[src/rtl/mqpp_pkg.sv]
// Shared types, codes and helper function of the MQTT packet byte parser
package mqpp_pkg;

  // control packet types with a structured body
  localparam logic [3:0] TYPE_CONNECT = 4'd1;
  localparam logic [3:0] TYPE_PUBLISH = 4'd3;
  localparam logic [3:0] TYPE_PUBREL  = 4'd6;

  // fixed CONNECT variable header length
  localparam int CON_HDR_BYTES = 10;

  // position limits inside the body
  localparam logic [16:0] PUB_FRONT_NO_ID = 17'd2;
  localparam logic [16:0] PUB_FRONT_ID    = 17'd4;
  localparam logic [16:0] CON_FRONT       = 17'(CON_HDR_BYTES + 2);
  localparam logic [27:0] MIN_ID_BODY     = 28'd2;

  // widths of the result transaction
  localparam int OUT_BITS  = 103;
  localparam int OUT_BYTES = (OUT_BITS + 7) / 8;

  typedef enum logic [2:0] {
    PH_EMPTY,
    PH_LENGTH,
    PH_BODY,
    PH_DONE,
    PH_ERROR
  } phase_t;

  typedef enum logic [3:0] {
    ROLE_HEADER     = 4'd0,
    ROLE_LENGTH     = 4'd1,
    ROLE_NAME_LEN   = 4'd2,
    ROLE_NAME       = 4'd3,
    ROLE_MSG_ID     = 4'd4,
    ROLE_CONNECT_HDR = 4'd5,
    ROLE_PAYLOAD    = 4'd6,
    ROLE_BODY       = 4'd7,
    ROLE_IGNORED    = 4'd8
  } role_t;

  typedef enum logic [1:0] {
    ST_BUSY  = 2'd0,
    ST_DONE  = 2'd1,
    ST_ERROR = 2'd2
  } status_t;

  // one result transaction
  typedef struct packed {
    logic [27:0] payload_length;
    logic [15:0] name_length;
    logic [15:0] message_id;
    logic [27:0] remaining_length;
    logic        retain_flag;
    logic [1:0]  qos_level;
    logic        dup_flag;
    logic [3:0]  packet_type;
    status_t     parse_status;
    role_t       byte_role;
    logic        byte_consumed;
  } result_t;

  // fit check of the variable header against the body
  typedef struct packed {
    logic        ok;
    logic        has_payload;
    logic [16:0] need;
  } fit_t;

  function automatic fit_t front_fit(logic [3:0] ptype, logic [1:0] qos,
                                     logic [27:0] blen, logic [15:0] nlen);
    fit_t f;
    f.ok          = 1'b1;
    f.has_payload = 1'b0;
    f.need        = '0;
    if (ptype == TYPE_PUBLISH) begin
      f.need        = 17'(nlen) + ((qos != 2'd0) ? PUB_FRONT_ID : PUB_FRONT_NO_ID);
      f.ok          = 28'(f.need) <= blen;
      f.has_payload = 1'b1;
    end else if (ptype == TYPE_CONNECT) begin
      f.need        = 17'(nlen) + CON_FRONT;
      f.ok          = 28'(f.need) <= blen;
      f.has_payload = 1'b1;
    end else if (ptype == TYPE_PUBREL) begin
      f.ok = blen >= MIN_ID_BODY;
    end
    return f;
  endfunction

endpackage

[src/rtl/mqpp_state.sv]
// Parser state registers, byte role decode and result assembly
module mqpp_state #(
  parameter int MAX_LENGTH_BYTES = 4
) (
  input  logic             clk,
  input  logic             rst_n,
  input  logic             step,
  input  logic             action,
  input  logic [7:0]       data_byte,
  output mqpp_pkg::result_t result
);
  import mqpp_pkg::*;

  phase_t      phase_r, phase_nxt;
  logic [7:0]  hdr_r, hdr_nxt;
  logic [2:0]  lcnt_r, lcnt_nxt;
  logic [27:0] blen_r, blen_nxt;
  logic [27:0] bpos_r, bpos_nxt;
  logic [15:0] nlen_r, nlen_nxt;
  logic [15:0] mid_r, mid_nxt;

  logic        consumed;
  role_t       role;
  logic [3:0]  ptype;
  logic [1:0]  qos;
  logic [28:0] name_end;
  logic [27:0] len_group;
  logic [27:0] bpos_inc;
  logic [15:0] nlen_upd;
  fit_t        body_fit;
  fit_t        fit;
  logic [27:0] payload;

  assign ptype    = hdr_r[7:4];
  assign qos      = hdr_r[2:1];
  assign name_end = 29'(nlen_r);
  assign bpos_inc = bpos_r + 28'd1;

  // role of the byte and whether it is taken
  always_comb begin
    consumed = 1'b0;
    role     = ROLE_IGNORED;
    if (!action) begin
      case (phase_r)
        PH_EMPTY: begin
          consumed = 1'b1;
          role     = ROLE_HEADER;
        end
        PH_LENGTH: begin
          consumed = 1'b1;
          role     = ROLE_LENGTH;
        end
        PH_BODY: begin
          consumed = 1'b1;
          if (ptype == TYPE_PUBLISH) begin
            if (bpos_r < 28'd2) begin
              role = ROLE_NAME_LEN;
            end else if (29'(bpos_r) < name_end + 29'd2) begin
              role = ROLE_NAME;
            end else if (qos != 2'd0 && 29'(bpos_r) < name_end + 29'd4) begin
              role = ROLE_MSG_ID;
            end else begin
              role = ROLE_PAYLOAD;
            end
          end else if (ptype == TYPE_CONNECT) begin
            if (bpos_r < 28'(CON_HDR_BYTES)) begin
              role = ROLE_CONNECT_HDR;
            end else if (bpos_r < 28'(CON_HDR_BYTES + 2)) begin
              role = ROLE_NAME_LEN;
            end else if (29'(bpos_r) < name_end + 29'(CON_HDR_BYTES + 2)) begin
              role = ROLE_NAME;
            end else begin
              role = ROLE_PAYLOAD;
            end
          end else if (ptype == TYPE_PUBREL && bpos_r < 28'd2) begin
            role = ROLE_MSG_ID;
          end else begin
            role = ROLE_BODY;
          end
        end
        default: begin
          consumed = 1'b0;
          role     = ROLE_IGNORED;
        end
      endcase
    end
  end

  // base-128 group placed by the length byte count
  always_comb begin
    case (lcnt_r[1:0])
      2'd0:    len_group = {21'd0, data_byte[6:0]};
      2'd1:    len_group = {14'd0, data_byte[6:0], 7'd0};
      2'd2:    len_group = {7'd0, data_byte[6:0], 14'd0};
      default: len_group = {data_byte[6:0], 21'd0};
    endcase
  end

  // name length with this body byte shifted in, and the fit on it
  assign nlen_upd = (role == ROLE_NAME_LEN) ? {nlen_r[7:0], data_byte} : nlen_r;
  assign body_fit = front_fit(ptype, qos, blen_r, nlen_upd);

  // next phase and captured fields
  always_comb begin
    phase_nxt = phase_r;
    hdr_nxt   = hdr_r;
    lcnt_nxt  = lcnt_r;
    blen_nxt  = blen_r;
    bpos_nxt  = bpos_r;
    nlen_nxt  = nlen_r;
    mid_nxt   = mid_r;
    if (action) begin
      phase_nxt = PH_EMPTY;
      hdr_nxt   = '0;
      lcnt_nxt  = '0;
      blen_nxt  = '0;
      bpos_nxt  = '0;
      nlen_nxt  = '0;
      mid_nxt   = '0;
    end else begin
      case (phase_r)
        PH_EMPTY: begin
          hdr_nxt   = data_byte;
          phase_nxt = PH_LENGTH;
        end
        PH_LENGTH: begin
          blen_nxt = blen_r | len_group;
          lcnt_nxt = lcnt_r + 3'd1;
          if (!data_byte[7]) begin
            bpos_nxt  = '0;
            phase_nxt = (blen_nxt == 28'd0) ? PH_DONE : PH_BODY;
          end else if (lcnt_nxt >= 3'(MAX_LENGTH_BYTES)) begin
            phase_nxt = PH_ERROR;
          end
        end
        PH_BODY: begin
          nlen_nxt = nlen_upd;
          if (role == ROLE_MSG_ID) begin
            mid_nxt = {mid_r[7:0], data_byte};
          end
          bpos_nxt = bpos_inc;
          if (bpos_inc >= blen_r) begin
            phase_nxt = body_fit.ok ? PH_DONE : PH_ERROR;
          end
        end
        default: begin
          phase_nxt = phase_r;
        end
      endcase
    end
  end

  // fit and payload size on the updated state
  assign fit = front_fit(hdr_nxt[7:4], hdr_nxt[2:1], blen_nxt, nlen_nxt);
  assign payload = (phase_nxt == PH_DONE && fit.has_payload && fit.ok) ?
                   blen_nxt - 28'(fit.need) : '0;

  // result assembly
  always_comb begin
    result.byte_consumed    = consumed;
    result.byte_role        = role;
    result.parse_status     = (phase_nxt == PH_DONE)  ? ST_DONE :
                              (phase_nxt == PH_ERROR) ? ST_ERROR : ST_BUSY;
    result.packet_type      = hdr_nxt[7:4];
    result.dup_flag         = hdr_nxt[3];
    result.qos_level        = hdr_nxt[2:1];
    result.retain_flag      = hdr_nxt[0];
    result.remaining_length = blen_nxt;
    result.message_id       = mid_nxt;
    result.name_length      = nlen_nxt;
    result.payload_length   = payload;
  end

  // state registers
  always_ff @(posedge clk) begin
    if (!rst_n) begin
      phase_r <= PH_EMPTY;
      hdr_r   <= '0;
      lcnt_r  <= '0;
      blen_r  <= '0;
      bpos_r  <= '0;
      nlen_r  <= '0;
      mid_r   <= '0;
    end else if (step) begin
      phase_r <= phase_nxt;
      hdr_r   <= hdr_nxt;
      lcnt_r  <= lcnt_nxt;
      blen_r  <= blen_nxt;
      bpos_r  <= bpos_nxt;
      nlen_r  <= nlen_nxt;
      mid_r   <= mid_nxt;
    end
  end

endmodule

[src/rtl/mqpp_out_stage.sv]
// Result register of the parser with its stream handshake
module mqpp_out_stage (
  input  logic              clk,
  input  logic              rst_n,
  input  logic              load,
  input  mqpp_pkg::result_t result,
  output logic              free,
  output logic              out_tvalid,
  input  logic              out_tready,
  output logic [8*mqpp_pkg::OUT_BYTES-1:0] out_tdata
);
  import mqpp_pkg::*;

  logic    valid_r, valid_nxt;
  result_t data_r;

  // register can take a result when empty or being drained
  assign free = !valid_r || out_tready;

  always_comb begin
    valid_nxt = valid_r;
    if (load) begin
      valid_nxt = 1'b1;
    end else if (out_tready) begin
      valid_nxt = 1'b0;
    end
  end

  always_ff @(posedge clk) begin
    if (!rst_n) begin
      valid_r <= 1'b0;
    end else begin
      valid_r <= valid_nxt;
    end
  end

  // payload register
  always_ff @(posedge clk) begin
    if (load) begin
      data_r <= result;
    end
  end

  assign out_tvalid = valid_r;
  assign out_tdata  = {{(8*OUT_BYTES - OUT_BITS){1'b0}}, data_r};

endmodule

[src/rtl/mqtt_packet_byte_parser.sv]
// Top level of the MQTT control packet byte parser
//
// The block takes one byte of an MQTT control packet per input transaction
// and returns one result transaction for each. in_tdata carries the byte,
// in_tuser the action: low pushes the byte, high clears the parser so that
// the next byte is taken as a new fixed header. Each result tells whether
// the byte was taken, its role in the packet, the parse status and the
// header fields, lengths and message id decoded so far; the payload length
// shows once the packet is complete.
// A byte passes the input register, then the role decode and state update
// into the result register. One byte is taken every cycle unless the
// receiver stalls; the parser state update is combinational from its
// registers, so bytes follow back to back.
// Reset empties the input and result registers and returns the parser to
// the empty state; in_tready stays low during reset. When the receiver
// stalls, the result register holds and the input register fills, after
// which in_tready drops until a result is taken.
module mqtt_packet_byte_parser #(
  parameter int MAX_LENGTH_BYTES = 4
) (
  input  logic       clk,
  input  logic       rst_n,
  input  logic       in_tvalid,
  output logic       in_tready,
  input  logic [7:0] in_tdata,   // [7:0] data_byte
  input  logic       in_tuser,   // [0] action
  output logic       out_tvalid,
  input  logic       out_tready,
  // [0] byte_consumed, [4:1] byte_role, [6:5] parse_status, [10:7] packet_type,
  // [11] dup_flag, [13:12] qos_level, [14] retain_flag, [42:15] remaining_length,
  // [58:43] message_id, [74:59] name_length, [102:75] payload_length, [103] zero
  output logic [8*mqpp_pkg::OUT_BYTES-1:0] out_tdata
);
  import mqpp_pkg::*;

  logic       s1_valid_r, s1_valid_nxt;
  logic       s1_action_r;
  logic [7:0] s1_byte_r;
  logic       out_free;
  logic       advance;
  logic       in_take;
  result_t    result;

  // input register handshake
  assign advance   = s1_valid_r && out_free;
  assign in_tready = rst_n && (!s1_valid_r || out_free);
  assign in_take   = in_tvalid && in_tready;

  always_comb begin
    s1_valid_nxt = s1_valid_r;
    if (in_take) begin
      s1_valid_nxt = 1'b1;
    end else if (advance) begin
      s1_valid_nxt = 1'b0;
    end
  end

  always_ff @(posedge clk) begin
    if (!rst_n) begin
      s1_valid_r <= 1'b0;
    end else begin
      s1_valid_r <= s1_valid_nxt;
    end
  end

  always_ff @(posedge clk) begin
    if (in_take) begin
      s1_action_r <= in_tuser;
      s1_byte_r   <= in_tdata;
    end
  end

  // parser state and decode
  mqpp_state #(
    .MAX_LENGTH_BYTES(MAX_LENGTH_BYTES)
  ) u_state (
    .clk      (clk),
    .rst_n    (rst_n),
    .step     (advance),
    .action   (s1_action_r),
    .data_byte(s1_byte_r),
    .result   (result)
  );

  // result register
  mqpp_out_stage u_out (
    .clk       (clk),
    .rst_n     (rst_n),
    .load      (advance),
    .result    (result),
    .free      (out_free),
    .out_tvalid(out_tvalid),
    .out_tready(out_tready),
    .out_tdata (out_tdata)
  );

endmodule

[config.mk]
export PLATFORM = sky130hd
export DESIGN_NAME = mqtt_packet_byte_parser
export DESIGN_NICKNAME = d
export VERILOG_FILES = /design/src/rtl/mqpp_pkg.sv /design/src/rtl/mqpp_state.sv /design/src/rtl/mqpp_out_stage.sv /design/src/rtl/mqtt_packet_byte_parser.sv
export SDC_FILE = /design/constraint.sdc
export NUM_CORES = 1
export LEC_CHECK = 0
export ABC_AREA = 0
export BUFFER_PORTS_ARGS = -buffer_cell sky130_fd_sc_hd__buf_2
export CORE_MARGIN = 2
export CORE_UTILIZATION = 60
export DETAILED_ROUTE_END_ITERATION = 12
export PLACE_DENSITY = 0.9
export SLEW_MARGIN = 5
export SYNTH_ARGS = -nofsm -noshare
export SYNTH_HDL_FRONTEND = slang
export SYNTH_SLANG_ARGS = --single-unit
[constraint.sdc]
create_clock -name clk -period 15.8 [get_ports clk]
set_clock_uncertainty 0.15 [all_clocks]
set_input_delay 0.79 -clock clk [delete_from_list [all_inputs] [get_ports clk]]
set_output_delay 0.79 -clock clk [all_outputs]
set_load 0.1 [all_outputs]
# After elaboration in Yosys (flattened, before gate mapping)
# Cells that the tools add are included.
# Widths: inputs -> output; s select.
dict set report totals {
  mem_count 0
  ff_bits 216
  mem_bits_rw 0
  in_bits 13
  mem_bits_ro 0
  latch_bits 0
  elab_cells 135
  out_inout_bits 106
}
dict set report op_classes {
  n_shift 0
  div_mod_pow 0
  eq_ne 15
  n_bitwise 1
  addsub 10
  multipliers 0
  reduce_logical 23
  magnitude_cmp 14
  muxes 50
}
# operator n
set ops {}
lappend ops {{$le 17x28->1} 4}
lappend ops {{$mux 28} 4}
lappend ops {{$mux 16} 6}
lappend ops {{$lt 28x29->1} 3}
lappend ops {{$pmux 28 s3} 1}
lappend ops {{$ge 28x2->1 const B} 2}
lappend ops {{$lt 28x4->1 const B} 2}
lappend ops {{$pmux 28 s2} 1}
lappend ops {{$add 16x4->17 const B} 3}
lappend ops {{$mux 19} 2}
lappend ops {{$mux 18} 2}
lappend ops {{$add 16x17->17} 2}
lappend ops {{$mux 3} 10}
lappend ops {{$add 28x1->28 const B} 1}
lappend ops {{$ge 28x28->1} 1}
lappend ops {{$logic_not 28->1} 1}
lappend ops {{$lt 28x2->1 const B} 1}
lappend ops {{$mux 4} 7}
lappend ops {{$or 28x28->28} 1}
lappend ops {{$sub 28x17->28} 1}
lappend ops {{$add 16x2->17 const B} 1}
lappend ops {{$add 16x3->17 const B} 1}
lappend ops {{$mux 8} 2}
lappend ops {{$eq 4x2->1 const B} 3}
lappend ops {{other kinds (24)} 51}

# Depth between registers and ports, before layout
# Gate-level depths: netlist of run 1.
dict set report depth {
  ltp_word 22
  mapped_depth 40
}

# Modules after synthesis
# A second synthesis of run 1 with hierarchy kept.
dict set report hier_totals {
  hier_cells 1828
  hier_area_um2 16105.4
}
# mod cells_each area_per_inst_um2 instances
set by_module_without_submodules {}
lappend by_module_without_submodules {mqpp_state 1703 12618.4 1}
lappend by_module_without_submodules {mqpp_out_stage 109 3153.0 1}
lappend by_module_without_submodules {mqtt_packet_byte_parser 16 334.1 1}

# Worst setup path before layout of run 1
# Ideal clock, no wire load.
dict set report synth_timing {
  path_type {reg2reg}
  startpoint {reg u_state.nlen_r[5]}
  endpoint {reg u_out.data_r (netlist bit u_out.out_tdata[97]), data pin}
  setup_ns 0.257
  stages_incl_launch_ff 37
  period_less_slack_ns 7.664
  arrival_ns 7.258
  t_required_ns 15.393
  setup_slack_ns 8.136
  path_cell_list {dfxtp_1 > buf_1 > and3_1 > o21ai_0 > or2_2 > nor3_1 > xnor2_1 > ha_1 > o21ai_0 > nor2_1 > a2111oi_2 > o41ai_1 > o21ba_1 > o22ai_2 > nor2_4 > buf_6 > buf_4 > o21a_1 > nor2_1 > inv_1 > fa_1 > o21ai_0 > nand2_1 > nor3_1 > o221ai_1 > a21o_1 > a211o_1 > ha_1 > nand3_1 > nand2_1 > a41oi_1 > a21oi_1 > a21o_1 > o41a_1 > nor3_1 > xnor2_1 > nor2_1}
}
# item line
set synth_rtl {}
lappend synth_rtl {{start: declaration} mqpp_state.sv:19} ;# logic [15:0] nlen_r, nlen_nxt;
lappend synth_rtl {{start signal: assignment} mqpp_state.sv:190} ;# nlen_r <= nlen_nxt;
lappend synth_rtl {{end signal: assignment} mqpp_out_stage.sv:40} ;# data_r <= result;
lappend synth_rtl {{end: declaration} mqpp_out_stage.sv:15} ;# result_t data_r;

# Final worst setup path of run 1
dict set report layout_timing {
  startpoint {reg u_state.nlen_r[4]}
  endpoint {reg u_out.data_r (netlist bit u_out.out_tdata[84]), data pin}
}
dict set report layout_via {
  elab_chain_cells 22
  elab_cells_between_ends 42
  cone_classes {add/sub (8); order compare (7); eq/ne (2); mux (22); reduce/logical (3)}
}
# item line
set layout_rtl {}
lappend layout_rtl {{$add 16x4->17 or $add 16x3->17 (tied branches)} {mqpp_state.sv:70, mqpp_state.sv:60}}
lappend layout_rtl {{$lt 28x29->1 (on tied branches)} {mqpp_state.sv:70, mqpp_state.sv:60}}
lappend layout_rtl {{$mux 3 or $logic_and 1x1->1 (tied branches)} {mqpp_state.sv:70, mqpp_state.sv:60}}
lappend layout_rtl {{$mux 4 or $mux 2 (tied branches)} {mqpp_state.sv:68, mqpp_state.sv:60}}
lappend layout_rtl {{$mux 4 (on tied branches)} {mqpp_state.sv:66, mqpp_state.sv:58}}
lappend layout_rtl {{$mux 4 (on tied branches)} {mqpp_state.sv:65, mqpp_state.sv:56}}
lappend layout_rtl {{$mux 4} mqpp_state.sv:55} ;# if (ptype == TYPE_PUBLISH) begin
lappend layout_rtl {{$pmux 4 s3} mqpp_state.sv:44} ;# case (phase_r)
lappend layout_rtl {{[5 not listed]} --}
lappend layout_rtl {{$mux 1} mqpp_pkg.sv:80} ;# end else if (ptype == TYPE_CONNECT) begin
lappend layout_rtl {{$mux 19} mqpp_pkg.sv:76} ;# if (ptype == TYPE_PUBLISH) begin
lappend layout_rtl {{$mux 3} mqpp_state.sv:143} ;# phase_nxt = body_fit.ok ? PH_DONE : PH_ERROR;
lappend layout_rtl {{$mux 3} mqpp_state.sv:142} ;# if (bpos_inc >= blen_r) begin
lappend layout_rtl {{$pmux 3 s3} mqpp_state.sv:121} ;# case (phase_r)
lappend layout_rtl {{$mux 3} mqpp_state.sv:112} ;# if (action) begin
lappend layout_rtl {{$eq 3x2->1} mqpp_state.sv:155} ;# assign payload = (phase_nxt == PH_DONE && fit.has_payload && fit.ok) ?
lappend layout_rtl {{$logic_and 1x1->1 (2 in series)} mqpp_state.sv:155}
# Parallel ways exist; a longest one is shown, timed or not.
# A chain may end at the register's enable or synchronous reset.

==> run summary, run 1 <==
Status: completed
Share of cells above drive strength 1: 10.7%
Pwr/cell area: 73.4 mW/mm2
Synthesized instance count: 1936
Min Tclk post-route: 9.91 ns
Worst Path Required: 16.04 ns
Worst hold path class: input port to register
Type of origin of the critical path: register
Worst skew pair latency: 0.55 ns
CTS root buffer: clkbuf_16
Worst vdd ir: 0.0000718 V
CTS tree: built
FILL cells: 2181
Chip width: 170 um
Post-CTS sizing: 0
Seq/Total Area, Yosys: 32.9%
Kind of critical path: register to register
Crit end category: register
Logic pwr share: 14.0%
GPL Wtd Cong: 1.03
Die Y: 170 um
Clock tree buffer depth: 3
Worst path slowest cell: dfxtp_1
Worst-path maximum fanout: 44
Final Hold Fails: 0
Synth Cell Area: 0.0165 mm2
Yosys reg bits: 216
Actual slew at the worst max-slew pin: 1.10 ns
Clock-pin slew on the worst setup and hold paths: 0.07 ns
Sw frac: 28.9%
Core Rows: 60
Sequential Power Share: 46.3%
Worst path max stage delay: 0.71 ns
Layout area overhead: 8.64%
Hold slack: 0.271 ns
Period utilisation layout: 62.7%
Net Switching: 381 uW
Drt wl/cell: 20.8 um
First-pass GRT wire length: 76400 um
Synth warn: 0
Ys flop type: edfxtp_1
Max Slew Vio Count: 0
1st-iter DRT viols: 1485
Number of global-route vias before repair: 13900
R2r setup slk: 5.89 ns
Yosys cell types: 80
Final setup violation count: 0
Fin Setup TNS: 0 ns
Cts bufs inserted: 23
Largest net degree at the start of global routing: 123
I/O Buffers: 117
Drt first pass iters: 5
DRC viols: 0
Vias per cell: 6.32
Worst path arrival time: 10.15 ns
CTS HTree Levels: 1
Post-Syn Area per Cell: 8.54 um2
Total Wirelength: 48800 um
Leakage: 0.00709 uW
Die Area: 0.0289 mm2
RSZ-0062 raised after global routing: false
Ant. Diodes: 0
Share of the synthesized area in the top cell type: 20.3%
Most common cell after layout, fill and taps aside: nand2_1
CP delay by family, top: simple AND/OR/NAND/NOR gates
Clock share of power: 39.7%
Max-cap violations: 0
Slew margin rel.: 26.9%
Post-CTS Setup Bufs: 0
# hold bufs at CTS: 0
Syn nets: 2124
ANT nets after route: 0
Clock tree sinks: 216
GRT Overall Usage: 33.6%
Core area: 0.0270 mm2
Cell Int Power: 937 uW
Buf+Inv Stages, Crit Path: 1
Ranking of synthesized cells by area: edfxtp_1, ha_1, dfxtp_1
Most frequent cells in the layout: nand2_1, nor2_1, ha_1
Biggest area consumer among synthesized cells: edfxtp_1
Async S/R FF share, synth: 0%
Fin nets: 2177
Initial antenna violation count: 0
Gr ovfl total: 0
DR vias: 14800
Hpwl dp: 36200 um
Initial core utilization: 61.2%
EDFF count, synth: 112
IO Pins: 119
F_max: 101 MHz
-- layout make-up --
cell class | count | area, um2 | area share (%)
clock buffers | 28 | 614 | 3.42
clock inverters | 14 | 106 | 0.592
inverters | 81 | 309 | 1.72
multi-input cells | 1532 | 10300 | 57.5
flip-flops and latches | 216 | 5450 | 30.3
well taps | 341 | 427 | 2.38
repair buffers | 135 | 733 | 4.08
-- routing by layer --
metal | track usage [%] | routed length (um) | share of wire [%] | vias up
met1 | 44.3 | 19900 | 41 | 6949
met2 | 55.0 | 22100 | 45 | 759
met4 | 13.7 | 2160 | 4.4 | 0
li1 | - | - | - | 6964
met3 | 5.74 | 4650 | 9.5 | 150
met5 | 0 | 0 | 0 | -
-- Yosys cell counts, types with 4 or more instances --
| cell type | count |
|---|---|
| and2_1 | 30 |
| clkbuf_1 | 62 |
| dfxtp_1 | 104 |
| a31oi_1 | 11 |
| o2111ai_1 | 7 |
| nor2_2 | 8 |
| nor3b_1 | 7 |
| xnor2_1 | 91 |
| and3_1 | 21 |
| mux2i_1 | 52 |
| a22oi_1 | 7 |
| ha_1 | 172 |
| a211oi_1 | 10 |
| buf_4 | 5 |
| a21boi_0 | 57 |
| o21ai_0 | 78 |
| nor4_1 | 21 |
| or4_1 | 5 |
| buf_6 | 5 |
| buf_2 | 13 |
| nand4_1 | 30 |
| nor3_1 | 72 |
| nand2b_1 | 21 |
| or2_2 | 12 |
| a211o_1 | 7 |
| edfxtp_1 | 112 |
| o21a_1 | 10 |
| nor2_1 | 197 |
| buf_1 | 21 |
| nand3_1 | 44 |
| or3_1 | 7 |
| o41ai_1 | 4 |
| a21o_1 | 37 |
| nand2_1 | 209 |
| inv_1 | 78 |
| xor2_1 | 57 |
| a221oi_1 | 4 |
| nor2b_1 | 49 |
| a21oi_1 | 130 |
| o211ai_1 | 6 |
-- cells by family (layout without fill, tap and decap cells) --
family          after synthesis  in the layout  synth area share [%]
compound gates              398            398                  15.5
xor+xnor                    148            148                  7.84
fa+ha+maj                   175            175                  13.4
buf+inv                     188            258                  4.72
flops                       216            216                  32.9
mux                          55             55                  3.35
other cells                   1              1                0.0227
simple gates                755            755                  22.3
-- sequential cells by signal (all words and copies together) (netlist names) --
register / flops
u_state.blen_r: 28
s1_byte_r: 8
u_out.out_tvalid: 1
u_state.nlen_r: 16
u_state.mid_r: 16
u_state.phase_r: 3
s1_valid_r: 1
u_state.hdr_r: 8
u_state.bpos_r: 28
s1_action_r: 1
u_out.out_tdata: 103
u_state.lcnt_r: 3
-- final timing paths --
path                            cells past startpoint         startpoint                  end
worst max register to register                     31  u_state.nlen_r[4]  u_out.out_tdata[84]
worst max-delay path                               31  u_state.nlen_r[4]  u_out.out_tdata[84]
worst min register to register                      2  u_state.blen_r[4]    u_state.blen_r[4]
worst min-delay path                                1        in_tdata[1]         s1_byte_r[1]
-- power groups by stage --
stage	combinational (uW)	clock, uW	sequential (uW)
after floorplan	72.6	0	699
after global routing	194	548	611
after global placement	181	0	621
after detailed placement	183	0	621
after CTS	183	526	609
final	184	523	610
-- metrics by stage --
stage               worst slack, ns  instances  utilization, %  total power (uW)  cell area, um2
finish                         5.89       2347            66.4              1320           18000
global route                   5.24       2347            66.4              1350           18000
CTS                            6.22       2347            66.4              1320           18000
detailed placement             6.29       2305            63.8               804           17200
global placement               6.74       2305            63.8               802           17200
floorplan                      8.14       1936               -               771           16500
(Power assumes the default switching activity.)
==> inputs of run 2 (changes only) <==
Clock period 15.8 ns to 9.3 ns, I/O delays scaled along.
==> run summary, run 2 (synthesis gave the netlist of run 1 again) <==
Status: completed
Leakage: 0.00719 uW
Post-CTS Setup Bufs: 0
Largest net degree at the start of global routing: 106
Hpwl dp: 36400 um
Cell Int Power: 1590 uW
Worst Path Required: 9.44 ns
Min Tclk post-route: 8.64 ns
Fin Setup TNS: 0 ns
Gr ovfl total: 0
Cell Area, Placed: 0.0173 mm2
Layout area overhead: 9.75%
R2R Path End: u_out.out_tdata[102]
Total Wirelength: 49500 um
GPL Wtd Cong: 1.01
Cts bufs inserted: 22
Most frequent cells in the layout: nand2_1, nor2_1, ha_1
Drt wl/cell: 20.9 um
FF-to-FF path depth: 36
Hold_sp: in_tvalid
ANT nets after route: 0
Number of global-route vias before repair: 14400
Clock tree buffer depth: 3
Actual slew at the worst max-slew pin: 1.10 ns
Crit end category: register
DR vias: 15000
I/O Buffers: 117
Share of cells above drive strength 1: 11.6%
Hold slack: 0.0528 ns
Logic pwr share: 14.2%
Worst path max stage delay: 0.63 ns
First-pass GRT wire length: 77500 um
Slew margin rel.: 26.9%
Vias per cell: 6.34
Worst R2R Start: u_state.nlen_r[2]
Buf+Inv Stages, Crit Path: 4
Clock-pin slew on the worst setup and hold paths: 0.07 ns
Kind of critical path: register to register
Post-route insts no fill: 2370
Ant. Diodes: 0
Max-cap violations: 0
Most numerous cell on the critical path: nor2_1
Period utilisation layout: 93.0%
RSZ-0062 raised after global routing: false
Initial core utilization: 61.2%
Number of flip-flops in the largest register: 103
Final Util: 67.1%
Worst-path maximum fanout: 14
1st-iter DRT viols: 1552
Most common cell after layout, fill and taps aside: nand2_1
Sw frac: 29.3%
Initial antenna violation count: 0
IO Pins: 119
F_max: 116 MHz
Core Rows: 60
Worst Hold Path Cells: 3
GRT Overall Usage: 34.0%
Clock share of power: 39.7%
Max Slew Vio Count: 0
Net Switching: 656 uW
Sequential Power Share: 46.1%
CTS tree: built
Die Area: 0.0289 mm2
Core area: 0.0270 mm2
Fin nets: 2201
Worst hold path class: input port to register
Worst vdd ir: 0.000126 V
CTS HTree Levels: 1
Worst path arrival time: 8.79 ns
Final setup violation count: 0
Type of origin of the critical path: register
CP delay by family, top: compound AO/OA/AOI/OAI gates
CTS root buffer: clkbuf_16
Pwr/cell area: 124 mW/mm2
Die Y: 170 um
Dpl cells: 2321
R2r setup slk: 0.66 ns
Final Hold Fails: 0
Worst skew pair latency: 0.54 ns
Chip width: 170 um
Drt first pass iters: 6
Post-route design area: 0.0181 mm2
DRC viols: 0
Worst Hold End: s1_valid_r
Worst path slowest cell: dfxtp_1
Clock tree sinks: 216
## run 2: per-stage QoR
step           power (uW)  setup WS [ns]
2_1_floorplan        1310           1.64
3_3_place_gp         1360           1.00
3_5_place_dp         1370          0.874
4_1_cts              2240          0.869
5_1_grt              2290         0.0815
6_report             2240          0.656
## run 2: worst register-to-register path: cells and delay by family (launching register included)
kind / cells / cell delay [ns]
AOI/OAI and AO/OA: 12 / 3.06
xor gates and xnor gates: 3 / 0.43
adders and majority gates: 4 / 1.52
DFF: 1 / 0.63
and+or+nand+nor: 13 / 2.07
buffers and inverters: 4 / 0.54
## run 2: worst max-delay path by stage
stage | startpoint | to | depth (start not counted)
6_report | u_state.nlen_r[2] | u_out.out_tdata[102] | 36
5_1_grt | u_state.nlen_r[2] | u_out.out_tdata[97] | 34
4_1_cts | u_state.nlen_r[2] | u_out.out_tdata[102] | 37
3_5_place_dp | u_state.nlen_r[2] | u_out.out_tdata[102] | 37
3_3_place_gp | u_state.nlen_r[2] | u_out.out_tdata[97] | 35
2_1_floorplan | u_state.nlen_r[5] | u_out.out_tdata[97] | 36
## run 2: final cells by class
cell class,count,area (um2)
inverters,81,309
repair buffers,160,931
clock buffers,31,618
clock inverters,9,88.8
well taps,341,427
multi-input cells,1532,10300
fillers,2164,8880
flip-flops and latches,216,5450
## run 2: power groups by stage
stage | clock network [uW] | logic, uW | registers [uW]
finish | 892 | 318 | 1030
detailed placement | 0 | 311 | 1050
CTS | 888 | 315 | 1030
global placement | 0 | 308 | 1050
global route | 922 | 335 | 1040
floorplan | 0 | 123 | 1190
## run 2: metal layers
metal | track usage (%) | up-vias | part of all wire (%)
met5 | 0 | - | 0
met4 | 16.1 | 0 | 5.1
met3 | 5.35 | 174 | 9.2
met2 | 55.4 | 804 | 45
met1 | 44.3 | 7049 | 41
li1 | - | 6995 | -
## run 2: repair_timing
item                       4_1_cts  5_1_grt
setup endpoints to repair        0        0
hold buffers                     9        0
hold endpoints to repair         9        0
gates resized for setup          0        0
==> inputs of run 3 (changes only) <==
==> constraint.sdc (replaced) <==
create_clock -name clk -period 9.3 [get_ports clk]
set_clock_uncertainty 0.15 [all_clocks]
set_input_delay 0.93 -clock clk [delete_from_list [all_inputs] [get_ports clk]]
set_output_delay 0.93 -clock clk [all_outputs]
set_load 0.1 [all_outputs]
==> run summary, run 3 (synthesis gave the netlist of run 1 again) <==
Status: completed
Clock tree buffer depth: 3
F_max: 116 MHz
Clock tree sinks: 216
Drt first pass iters: 5
Max-cap violations: 0
Cts bufs inserted: 22
Min Tclk post-route: 8.64 ns
DRC viols: 0
# hold bufs at CTS: 0
FF-to-FF path depth: 34
ANT nets after route: 0
Max Slew Vio Count: 0
Area of the multi-input gates: 0.0103 mm2
Net Switching: 650 uW
Vias per cell: 6.35
Ant. Diodes: 0
Actual slew at the worst max-slew pin: 1.11 ns
Initial antenna violation count: 0
Worst path arrival time: 8.79 ns
Most numerous cell on the critical path: nor2_1
Worst R2R Start: u_state.nlen_r[2]
Slew margin rel.: 25.9%
1st-iter DRT viols: 1580
Clock share of power: 39.7%
Initial core utilization: 61.2%
DR vias: 15000
Die Y: 170 um
Final Util: 66.8%
RSZ-0062 raised after global routing: false
Layout area overhead: 9.20%
Setup crit start: u_state.nlen_r[2]
Fin nets: 2192
Core area: 0.0270 mm2
Worst Hold Path Cells: 2
Final worst slack: 0.655 ns
Share of cells above drive strength 1: 11.6%
CP endpoint: u_out.out_tdata[102]
Post-CTS Setup Bufs: 0
First-pass GRT wire length: 76800 um
Leakage: 0.00715 uW
Number of global-route vias before repair: 14300
Gr ovfl total: 0
CTS root buffer: clkbuf_16
Hpwl dp: 36400 um
Most common cell after layout, fill and taps aside: nand2_1
GRT Overall Usage: 33.7%
Worst path slowest cell: dfxtp_1
Kind of critical path: register to register
Worst path max stage delay: 0.62 ns
Final setup violation count: 0
R2r setup slk: 0.66 ns
Number of flip-flops in the largest register: 103
Core Rows: 60
Final Hold Fails: 0
Cell Int Power: 1580 uW
IO Pins: 119
Worst vdd ir: 0.000126 V
Chip width: 170 um
FILL cells: 2179
Sw frac: 29.1%
CTS HTree Levels: 1
Fin Setup TNS: 0 ns
Crit end category: register
Worst Path Required: 9.44 ns
GPL Wtd Cong: 1.01
Most frequent cells in the layout: nand2_1, nor2_1, ha_1
Total Wirelength: 49200 um
Type of origin of the critical path: register
Worst hold path class: register to register
R2R Path End: u_out.out_tdata[102]
I/O Buffers: 117
Worst skew pair latency: 0.54 ns
Largest net degree at the start of global routing: 106
Cell Area, Placed: 0.0173 mm2
Die Area: 0.0289 mm2
Clock-pin slew on the worst setup and hold paths: 0.07 ns
Worst-path maximum fanout: 14
Drt wl/cell: 20.9 um
Period utilisation layout: 93.0%
CTS tree: built
Pwr/cell area: 124 mW/mm2
Logic pwr share: 14.1%
Hold slack: 0.330 ns
Setup WS pre-CTS: 0.874 ns
Sequential Area: 0.00545 mm2
Post-route design area: 0.0181 mm2
Sequential Power Share: 46.3%
Post-CTS sizing: 0
==> run 3: cell count changes in the layout (fill, tap and decap cells not counted) <==
cell and delta:
dlygate4sd3_1 -9
==> run 3: critical path, delay by kind of cell, from the launching register on <==
family / cells / cell delay, ns
compound gates: 10 / 2.77
simple gates: 14 / 2.55
fa+ha+maj: 4 / 1.43
flops: 1 / 0.62
xor+xnor: 3 / 0.43
buf+inv: 3 / 0.42
==> run 3: worst min-delay path by stage <==
stage / start / endpoint / slack [ns]
detailed placement: u_state.hdr_r[0] / u_state.hdr_r[0] / 0.32
CTS: u_state.hdr_r[3] / u_state.hdr_r[3] / 0.33
floorplan: u_state.hdr_r[0] / u_state.hdr_r[0] / 0.29
global route: u_state.hdr_r[3] / u_state.hdr_r[3] / 0.37
finish: u_state.hdr_r[0] / u_state.hdr_r[0] / 0.33
global placement: u_state.hdr_r[0] / u_state.hdr_r[0] / 0.30
==> run 3: metal layers <==
metal  wire, um  track usage [%]  up-vias
met4       2260             15.0        0
met5          0                0        -
met1      20400             44.5     7089
met2      22200             54.9      763
met3       4360             5.02      160
li1           -                -     6982
==> run 3: power by group through the flow <==
stage               clock network, uW  registers (uW)  logic (uW)
global placement                    0            1050         308
finish                            887            1030         315
global route                      920            1040         332
detailed placement                  0            1050         311
floorplan                           0            1190         123
CTS                               888            1030         312
==> run 3: layout make-up <==
type / instances / area share, %
clock buffer: 31 / 3.42
clock inverter: 9 / 0.492
inverter: 81 / 1.71
multi-input combinational: 1532 / 57.2
sequential: 216 / 30.2
tap: 341 / 2.36
timing repair buffer: 151 / 4.66
==> run 3: per-stage QoR <==
step / std cells / power (uW)
2_1_floorplan: 1936 / 1310
3_3_place_gp: 2321 / 1360
3_5_place_dp: 2321 / 1370
5_1_grt: 2361 / 2290
6_report: 2361 / 2240
4_1_cts: 2361 / 2230
